==> config.mk <==
export PLATFORM = sky130hd
export DESIGN_NAME = tcw_ctrl
export DESIGN_NICKNAME = d
export VERILOG_FILES = /design/src/rtl/tcw_pkg.sv /design/src/rtl/tcw_ctrl.sv
export VERILOG_INCLUDE_DIRS = /design/src /design/src/rtl
export SDC_FILE = /design/constraint.sdc
export NUM_CORES = 1
export LEC_CHECK = 0
export BUFFER_PORTS_ARGS = -buffer_cell sky130_fd_sc_hd__buf_2
export CAP_MARGIN = 20
export CORE_UTILIZATION = 35
export CTS_BUF_LIST = sky130_fd_sc_hd__clkbuf_8
export DETAILED_ROUTE_END_ITERATION = 12
export GPL_TIMING_DRIVEN = 0
export PLACE_DENSITY = 0.59
export SKIP_CTS_REPAIR_TIMING = 1
export SLEW_MARGIN = 5
export SYNTH_ARGS = -nofsm -noshare
export SYNTH_HDL_FRONTEND = slang
export SYNTH_SLANG_ARGS = --single-unit
==> constraint.sdc <==
create_clock -name clk -period 1.7 [get_ports clk]
set_input_delay 0.085 -clock clk [delete_from_list [all_inputs] [get_ports clk]]
set_output_delay 0.085 -clock clk [all_outputs]
set_load 0.02 [all_outputs]
==> src/rtl/text_console_writer_assert.svh <==
// Assertion macros shared by the console writer modules.
// Each macro expects signals named clk and rst_n in the using module.
`ifndef TEXT_CONSOLE_WRITER_ASSERT_SVH
`define TEXT_CONSOLE_WRITER_ASSERT_SVH

// Same-cycle implication, checked outside reset.
`define TCW_ASSERT_NOW(lbl, ante, cons, msg) \
    lbl: assert property (@(posedge clk) disable iff (!rst_n) (ante) |-> (cons)) \
        else $error(msg);

// Next-cycle implication, checked outside reset.
`define TCW_ASSERT_NEXT(lbl, ante, cons, msg) \
    lbl: assert property (@(posedge clk) disable iff (!rst_n) (ante) |=> (cons)) \
        else $error(msg);

`endif

==> src/rtl/tcw_pkg.sv <==
`default_nettype none

package tcw_pkg;

    // Command codes of an input transaction.
    typedef enum logic [1:0] {
        CMD_PUT       = 2'd0,
        CMD_BACKSPACE = 2'd1,
        CMD_CLEAR     = 2'd2,
        CMD_READ      = 2'd3
    } cmd_t;

    // Character codes and cell values.
    localparam logic [7:0]  NEWLINE_CODE = 8'h0A;
    localparam logic [7:0]  SPACE_CODE   = 8'h20;
    localparam logic [15:0] RESET_BLANK  = 16'h0720;

    // Colour register reset values and register indexes.
    localparam logic [3:0] FG_RESET = 4'd7;
    localparam logic [3:0] BG_RESET = 4'd0;
    localparam logic       REG_FG   = 1'b0;
    localparam logic       REG_BG   = 1'b1;

    // Commands from the controller to the datapath.
    typedef struct packed {
        logic load;
        logic exec;
        logic read_cap;
        logic copy_step;
        logic fill_step;
        logic fill_init;
    } tcw_ctrl_t;

    // Status from the datapath to the controller.
    typedef struct packed {
        cmd_t op_cmd;
        logic scroll_req;
        logic fill_last;
        logic copy_last;
    } tcw_stat_t;

endpackage

`default_nettype wire

==> src/rtl/tcw_ctrl.sv <==
`default_nettype none

`include "text_console_writer_assert.svh"

module tcw_ctrl
    import tcw_pkg::*;
(
    input  wire logic      clk,
    input  wire logic      rst_n,
    input  wire logic      start,
    input  wire tcw_stat_t stat,
    output tcw_ctrl_t      ctrl,
    output logic           busy,
    output logic           done
);

    typedef enum logic [6:0] {
        ST_INIT  = 7'b000_0001,
        ST_IDLE  = 7'b000_0010,
        ST_EXEC  = 7'b000_0100,
        ST_READ  = 7'b000_1000,
        ST_COPY  = 7'b001_0000,
        ST_CLEAR = 7'b010_0000,
        ST_DONE  = 7'b100_0000
    } state_t;

    state_t state_reg;
    state_t state_next;

    // State register; reset starts the clearing pass over the store.
    always_ff @(posedge clk or negedge rst_n)
    begin
        if (!rst_n)
        begin
            state_reg <= ST_INIT;
        end
        else
        begin
            state_reg <= state_next;
        end
    end

    // Next state and datapath commands.
    always_comb
    begin
        state_next = state_reg;
        ctrl       = '0;
        case (state_reg)
            ST_INIT:
            begin
                ctrl.fill_step = 1'b1;
                ctrl.fill_init = 1'b1;
                if (stat.fill_last)
                begin
                    state_next = ST_IDLE;
                end
            end
            ST_IDLE:
            begin
                if (start)
                begin
                    ctrl.load  = 1'b1;
                    state_next = ST_EXEC;
                end
            end
            ST_EXEC:
            begin
                ctrl.exec = 1'b1;
                case (stat.op_cmd)
                    CMD_READ:  state_next = ST_READ;
                    CMD_CLEAR: state_next = ST_CLEAR;
                    CMD_PUT:   state_next = stat.scroll_req ? ST_COPY : ST_DONE;
                    default:   state_next = ST_DONE;
                endcase
            end
            ST_READ:
            begin
                ctrl.read_cap = 1'b1;
                state_next    = ST_DONE;
            end
            ST_COPY:
            begin
                ctrl.copy_step = 1'b1;
                if (stat.copy_last)
                begin
                    state_next = ST_DONE;
                end
            end
            ST_CLEAR:
            begin
                ctrl.fill_step = 1'b1;
                if (stat.fill_last)
                begin
                    state_next = ST_DONE;
                end
            end
            ST_DONE:
            begin
                state_next = ST_IDLE;
            end
            default:
            begin
                state_next = ST_IDLE;
            end
        endcase
    end

    assign busy = (state_reg != ST_IDLE);
    assign done = (state_reg == ST_DONE);

    // A result strobe lasts one cycle and the block is free right after it.
    `TCW_ASSERT_NEXT(a_done_single, done, !done && !busy, "result strobe longer than one cycle")
    // An accepted transaction always starts execution in the next cycle.
    `TCW_ASSERT_NEXT(a_start_exec, start && !busy, state_reg == ST_EXEC, "accepted transaction not executed")
    // A scroll copy only ends on the final store entry.
    `TCW_ASSERT_NEXT(a_copy_hold, (state_reg == ST_COPY) && !stat.copy_last, state_reg == ST_COPY, "scroll copy ended early")

endmodule

`default_nettype wire

# ---- Word level (Yosys, flattened, before mapping)
# Cells that the tools add are included.
dict set report classes {
  eq_ne 14
  muxes 14
  reduce_logical 3
}
# op count
set ops {}
lappend ops {{$pmux W7 S6} 1}
lappend ops {{$mux W7} 5}
lappend ops {{$pmux W7 S3} 1}
lappend ops {{$ne A2 B2 Y1 const B} 4}
lappend ops {{$eq A7 B1 Y1 const B} 1}
lappend ops {{$eq A7 B2 Y1 const B} 1}
lappend ops {{$eq A7 B3 Y1 const B} 1}
lappend ops {{$eq A7 B4 Y1 const B} 1}
lappend ops {{$eq A7 B5 Y1 const B} 1}
lappend ops {{$eq A7 B6 Y1 const B} 1}
lappend ops {{$eq A7 B7 Y1 const B} 1}
lappend ops {{$mux W1} 7}
lappend ops {{$ne A7 B2 Y1 const B} 1}
lappend ops {{$eq A2 B2 Y1 const B} 2}
lappend ops {{$reduce_and A4 Y1} 1}
lappend ops {{$logic_not A2 Y1} 1}
lappend ops {{$reduce_or A2 Y1} 1}
dict set report word_totals {
  regBits 7
  inputBits 8
  out_inout_bits 8
  wordCells 32
}

# ---- Depth between registers and ports, before layout
# Gate-level depths: netlist (run 1).
dict set report logic_depth {
  depth_word 3
  mapped_depth 5
  mapped_depth_nobuf 4
}

# ---- Least setup slack after synthesis (run 1)
# No wires, ideal clock.
dict set report synth_timing {
  kind {flip-flop to flip-flop}
  startpoint {register state_reg[5]}
  endpoint {register state_reg[1]}
  setup_time_ps 140
  t_arrival_ps 1496
  required_time_ps 1560
  path_slack_ps 63
  path_stages_with_launch 6
  cell_sequence {dfrtp_1 -> buf_6 -> or4b_4 -> nor2_2 -> nand3b_1 -> o22ai_1}
}
dict set report synth_via {
  elab_chain_cells 3
  elab_cells_between_ends 12
  cone_classes {eq/ne (10); mux (1); reduce/logical (1)}
}
# item line
set synth_rtl {}
lappend synth_rtl {{from (decl)} tcw_ctrl.sv:27} ;# state_t state_reg;
lappend synth_rtl {{from (signal assigned)} tcw_ctrl.sv:39} ;# state_reg <= state_next;
lappend synth_rtl {{$eq A7 B1 Y1, or another cell as far along} tcw_ctrl.sv:48} ;# case (state_reg)
lappend synth_rtl {{$ne A2 B2 Y1 (no source line)} --}
lappend synth_rtl {{$reduce_and A4 Y1 (no source line)} --}
# Parallel ways exist; a longest one is shown, timed or not.
# A chain may end at the register's enable or synchronous reset.

==> results of run 1 <==
-- layout make-up --
cell class	count	area, um2	share of cell area
repair buffers	19	114	0.171
clock buffers	3	41.3	0.0621
well taps	14	17.5	0.0264
plain buffers	1	11.3	0.0169
clock inverters	1	5.00	0.00753
multi-input cells	44	282	0.424
flip-flops and latches	7	179	0.269
inverters	4	15.0	0.0226
-- worst min-delay path by stage --
stage	start	endpoint	slack [ns]
4_1_cts	rst_n	state_reg[6]$_DFFE_PN0P_	-0.32
6_report	start	state_reg[1]$_DFFE_PN0P_	0.1
2_1_floorplan	rst_n	state_reg[1]$_DFFE_PN0P_	-0.21
3_5_place_dp	rst_n	state_reg[3]$_DFFE_PN0P_	-0.07
3_3_place_gp	rst_n	state_reg[3]$_DFFE_PN0P_	-0.07
5_1_grt	start	state_reg[1]$_DFFE_PN0P_	0.09
-- per-layer routing --
layer  vias to the layer above  wire [um]  share of wire  track usage
met2                        19        547           0.46        0.296
met3                         2         82          0.069       0.0867
met5                         -          0              0            0
met1                       216        555           0.47        0.236
met4                         0          8         0.0067       0.0776
li1                        247          -              -            -
-- worst reg2reg max path, cell delays in order, from the launching register on --
cell      delay (ns)
dfrtp_2         0.45
nor3_2          0.28
nand2_1         0.14
o311ai_1        0.38
o22ai_1         0.16
-- kinds of logic after synthesis --
kind of cell | Yosys count | synth area share
simple gates | 33 | 0.420
buf+inv | 6 | 0.0653
compound gates | 10 | 0.128
xor+xnor | 1 | 0.0183
flops | 7 | 0.368
-- synth_stat cells --
library cell  number
nor2b_1            1
nand3b_1           1
nand4_1            1
nor4_1             2
dfstp_2            1
o211ai_1           2
nor3b_1            2
buf_6              1
or4b_4             1
nor2_2             2
nor3_1             2
nand3_1            1
and3_1             1
and4b_1            1
buf_2              1
xor2_1             1
a21oi_1            4
inv_1              4
or2b_1             1
nand2_1            5
o311ai_1           1
o22ai_1            2
o21ai_0            1
nor2_1             9
nor4b_2            2
or3_1              1
dfrtp_1            6
-- power by group --
part | internal [mW] | switching (mW) | total, mW
Combinational | 0.166 | 0.239 | 0.405
Sequential | 0.200 | 0.0563 | 0.257
Clock | 0.159 | 0.0755 | 0.234
==> run metrics, run 1 <==
status completed; max-slew headroom at the worst pin 0.762; Max Buffers Root-to-Sink 2; Port Buf Inserts 15; WHS Path Cells 2; layout cells sized above 1 0.405; Synth area leader dfrtp_1; Final HPWL DP 819 um; Largest delay share family, worst path simple AND/OR/NAND/NOR gates; RSZ-0062 raised after global routing no; CP Max Fanout 6; setup_tns 0 ns; Tmin final 1.62 ns; DIE AREA approximately 1500 um2; syn_area_per_cell around 8.4 um2; syn_nets 65; area grow syn2layout 38.6%; flop-to-flop setup slack about 0.16 ns; # DRC 0; final-report max-slew violation count 0; setup ws final roughly 0.08 ns; Vias per Instance 5.20; final number of setup-violating endpoints 0; initial antenna violation count 0; WS Path Type flop to output pin; Routability Congestion around 0.77; Pleak 0.313 nW; max_cap viols 0; Core ar. ~1200 um2; CTS tree done; #FFs+latches synth 7; All-Layer GR Usage 0.194; critical path startpoint category flop; Hold Fails Final Rpt 0; htree depth 1; Congestion Overflow GR 0; number of global-route vias before repair roughly 430; most common cell after layout, fill and taps aside buf_2; worst slew pin tran between 0.3 and 0.4 ns; most frequent cells in the layout buf_2 (14), nor2_1 (9), nand2_1 (5); R2R depth 4; first-pass GRT wire length around 2000 um; Clock Latency Late Sink ~0.23 ns; DRT Pass-1 Iters 4; post-synth top area share 0.313; WP data arrival 1.54 ns; nets 88; Fillers around 120; n_diodes 0; Post-DP Area 572 um2; io pins 16; WHS around 0.096 ns; max FFs per register 7; placed cells 86; Worst Setup EP ctrl[4]; Num CTS Buffers 3; critical path endpoint category output pin; CP bufs+invs 1; worst endpoint required time 1.62 ns; initial DRC count 15; Synth Instances 57; Reg clk slew, reported paths about 0.04 ns; Worst VDD drop roughly 890 uV; Critical-path top delay cell or4b_4; via count approximately 480; die width between 30 and 40 um; antenna viol nets, final 0; Critical Path Source state_reg[3]$_DFFE_PN0P_; Hold/Removal Path Class input port to flop; Clock Root Buffer clkbuf_8; WL/cell between 10 and 15 um; fin area ~660 um2; Rows 12; crit path cell chain or4b_4, nor2_4, buf_6; Yosys cell types 27; dpl ws 0.0961 ns; final wirelength roughly 1200 um; Layout Cells excl Fill between 90 and 100; Worst path depth 3; sequential share of the synthesized area 0.368; Die Height between 30 and 40 um; clock sink count 7; total chip power around 0.9 mW; Final period util 0.953; reg2reg end state_reg[1]$_DFFE_PN0P_; mapped cell area roughly 480 um2; Power Dens Cells approximately 1300 nW/um2; Yosys Warn Count 0; largest net degree at the start of global routing 10; final design utilization 0.560; top cells by area, synth dfrtp_1 (31%), nor2_1 (7.0%), nor4b_2 (6.3%); CP peak stage delay ~0.57 ns; Initial Utilization 0.404; fmax 617 MHz; FF-to-FF Start state_reg[4]$_DFFE_PN0P_; clk_skew about 0.0048 ns
Note: power is estimated with default switching activity, not from simulation.
==> run 2: changes to the inputs <==
Settings changed: CORE_AREA set to 2 2 39 41, CORE_UTILIZATION 35 to not set, DIE_AREA set to 0 0 41 43, PLACE_DENSITY 0.59 to 0.6.
==> run metrics, run 2 (synthesis results as in run 1) <==
initial antenna violation count 0; DIE AREA between 1500 and 2000 um2; Final period util 0.981; critical path startpoint category flop; n_diodes 0; first-pass GRT wire length between 1500 and 2000 um; die width ~41 um; Core ar. 1380 um2; critical path endpoint category output pin; WHS roughly 0.09 ns; WP data arrival about 1.6 ns; Seq pwr share 0.285; Port Buf Inserts 15; Fillers approximately 140; Routability Congestion between 0.8 and 0.9; WHS Path Cells 2; number of global-route vias before repair around 460; fmax 600 MHz; most common cell after layout, fill and taps aside buf_2; CP Max Fanout 8; final number of setup-violating endpoints 0; via count 497; Clk network pwr share 0.256; final-report max-slew violation count 0; P_int between 0.5 and 0.6 mW; Vias per Instance 5.34; metal3 WL around 42 um; Layout Cells excl Fill 93; Pleak just over 0.3 nW; Worst VDD drop ~640 uV; final wirelength around 1200 um; max-slew headroom at the worst pin 0.779; Hold Fails Final Rpt 0; FF+latch area between 150 and 200 um2; max_cap viols 0; max FFs per register 7; htree depth 1; placed cells 88; area occupied by multi-input gates around 290 um2; All-Layer GR Usage 0.157; DR top layer met4; routed wl met2 ~600 um; Num CTS Buffers 3; WS Path Type flop to output pin; Critical-path top delay cell or4b_4; nets 86; Clock Latency Late Sink 0.23 ns; Die Height between 40 and 50 um; status completed; Initial Utilization 0.346; NetSw between 0.3 and 0.4 mW; worst endpoint required time between 1.5 and 2 ns; WL/cell 12.9 um; layout cells sized above 1 0.377; antenna viol nets, final 0; largest net degree at the start of global routing 10; WL met1 about 540 um; worst slew pin tran 0.329 ns; Power Dens Cells 1360 nW/um2; io pins 16; Rows 14; initial DRC count 13; Reg clk slew, reported paths ~0.04 ns; crit path cell chain or4b_4, nor2_4, buf_6; Sw Share 0.410; most frequent cells in the layout buf_2 (14), nor2_1 (9), inv_1 (5), nand2_1 (5), dfrtp_1 (5); # DRC 0; clk_skew 0.00172 ns; Max Buffers Root-to-Sink 2; area grow syn2layout 37.1%; CP peak stage delay approximately 0.59 ns; Logic pwr share 0.459; R2R depth 5; Clock Root Buffer clkbuf_8; Congestion Overflow GR 0; Final HPWL DP between 800 and 900 um; DRT Pass-1 Iters 4; Hold/Removal Path Class input port to flop; CTS tree done; Tmin final ~1.7 ns; clock sink count 7
## run 2: cell type report
type	count	area share
Inverter	4	0.0229
Buffer	1	0.0171
Multi-Input combinational cell	44	0.440
Clock inverter	1	0.00571
Clock buffer	3	0.0629
Sequential cell	7	0.270
Tap cell	16	0.0305
Timing Repair Buffer	17	0.150
## run 2: final timing paths
kind / slack, ns / start / to
max in group asynchronous: 1.23 / rst_n / state_reg[0]$_DFFE_PN1P_
worst min-delay path: 0.09 / start / state_reg[1]$_DFFE_PN0P_
worst max-delay path: 0.03 / state_reg[3]$_DFFE_PN0P_ / ctrl[4]
worst max register to register: 0.07 / state_reg[3]$_DFFE_PN0P_ / state_reg[5]$_DFFE_PN0P_
worst min register to register: 0.54 / state_reg[3]$_DFFE_PN0P_ / state_reg[0]$_DFFE_PN1P_
min in group asynchronous: 0.23 / rst_n / state_reg[4]$_DFFE_PN0P_
## run 2: power by group through the flow
stage	clock network, mW	logic (mW)	registers (mW)
6_report	0.229	0.410	0.255
5_1_grt	0.247	0.452	0.262
4_1_cts	0.235	0.369	0.246
3_5_place_dp	0	0.367	0.248
3_3_place_gp	0	0.362	0.250
2_1_floorplan	0	0.279	0.238
## run 2: metal layers
metal,up-vias,GRT usage
met5,-,0
met4,0,0.100
met3,2,0.0314
met2,15,0.228
met1,234,0.200
li1,246,-
## run 2: metrics by stage
step	setup TNS [ns]	utilization	area, um2	power, mW	setup slack (ns)
detailed placement	0	0.415	574	0.615	0.0875
global placement	0	0.415	574	0.612	0.104
floorplan	0	-	479	0.517	0.0632
CTS	-0.0156	0.448	619	0.850	-0.0156
global route	-0.0000721	0.475	657	0.960	-0.0000721
finish	0	0.475	657	0.895	0.0320
## run 2: critical path: cells and delay by family (launching register included)
| family | cells | cell delay [ns] |
|---|---|---|
| buffers and inverters | 1 | 0.13 |
| AND/OR/NAND/NOR | 2 | 0.76 |
| flip-flops | 1 | 0.46 |
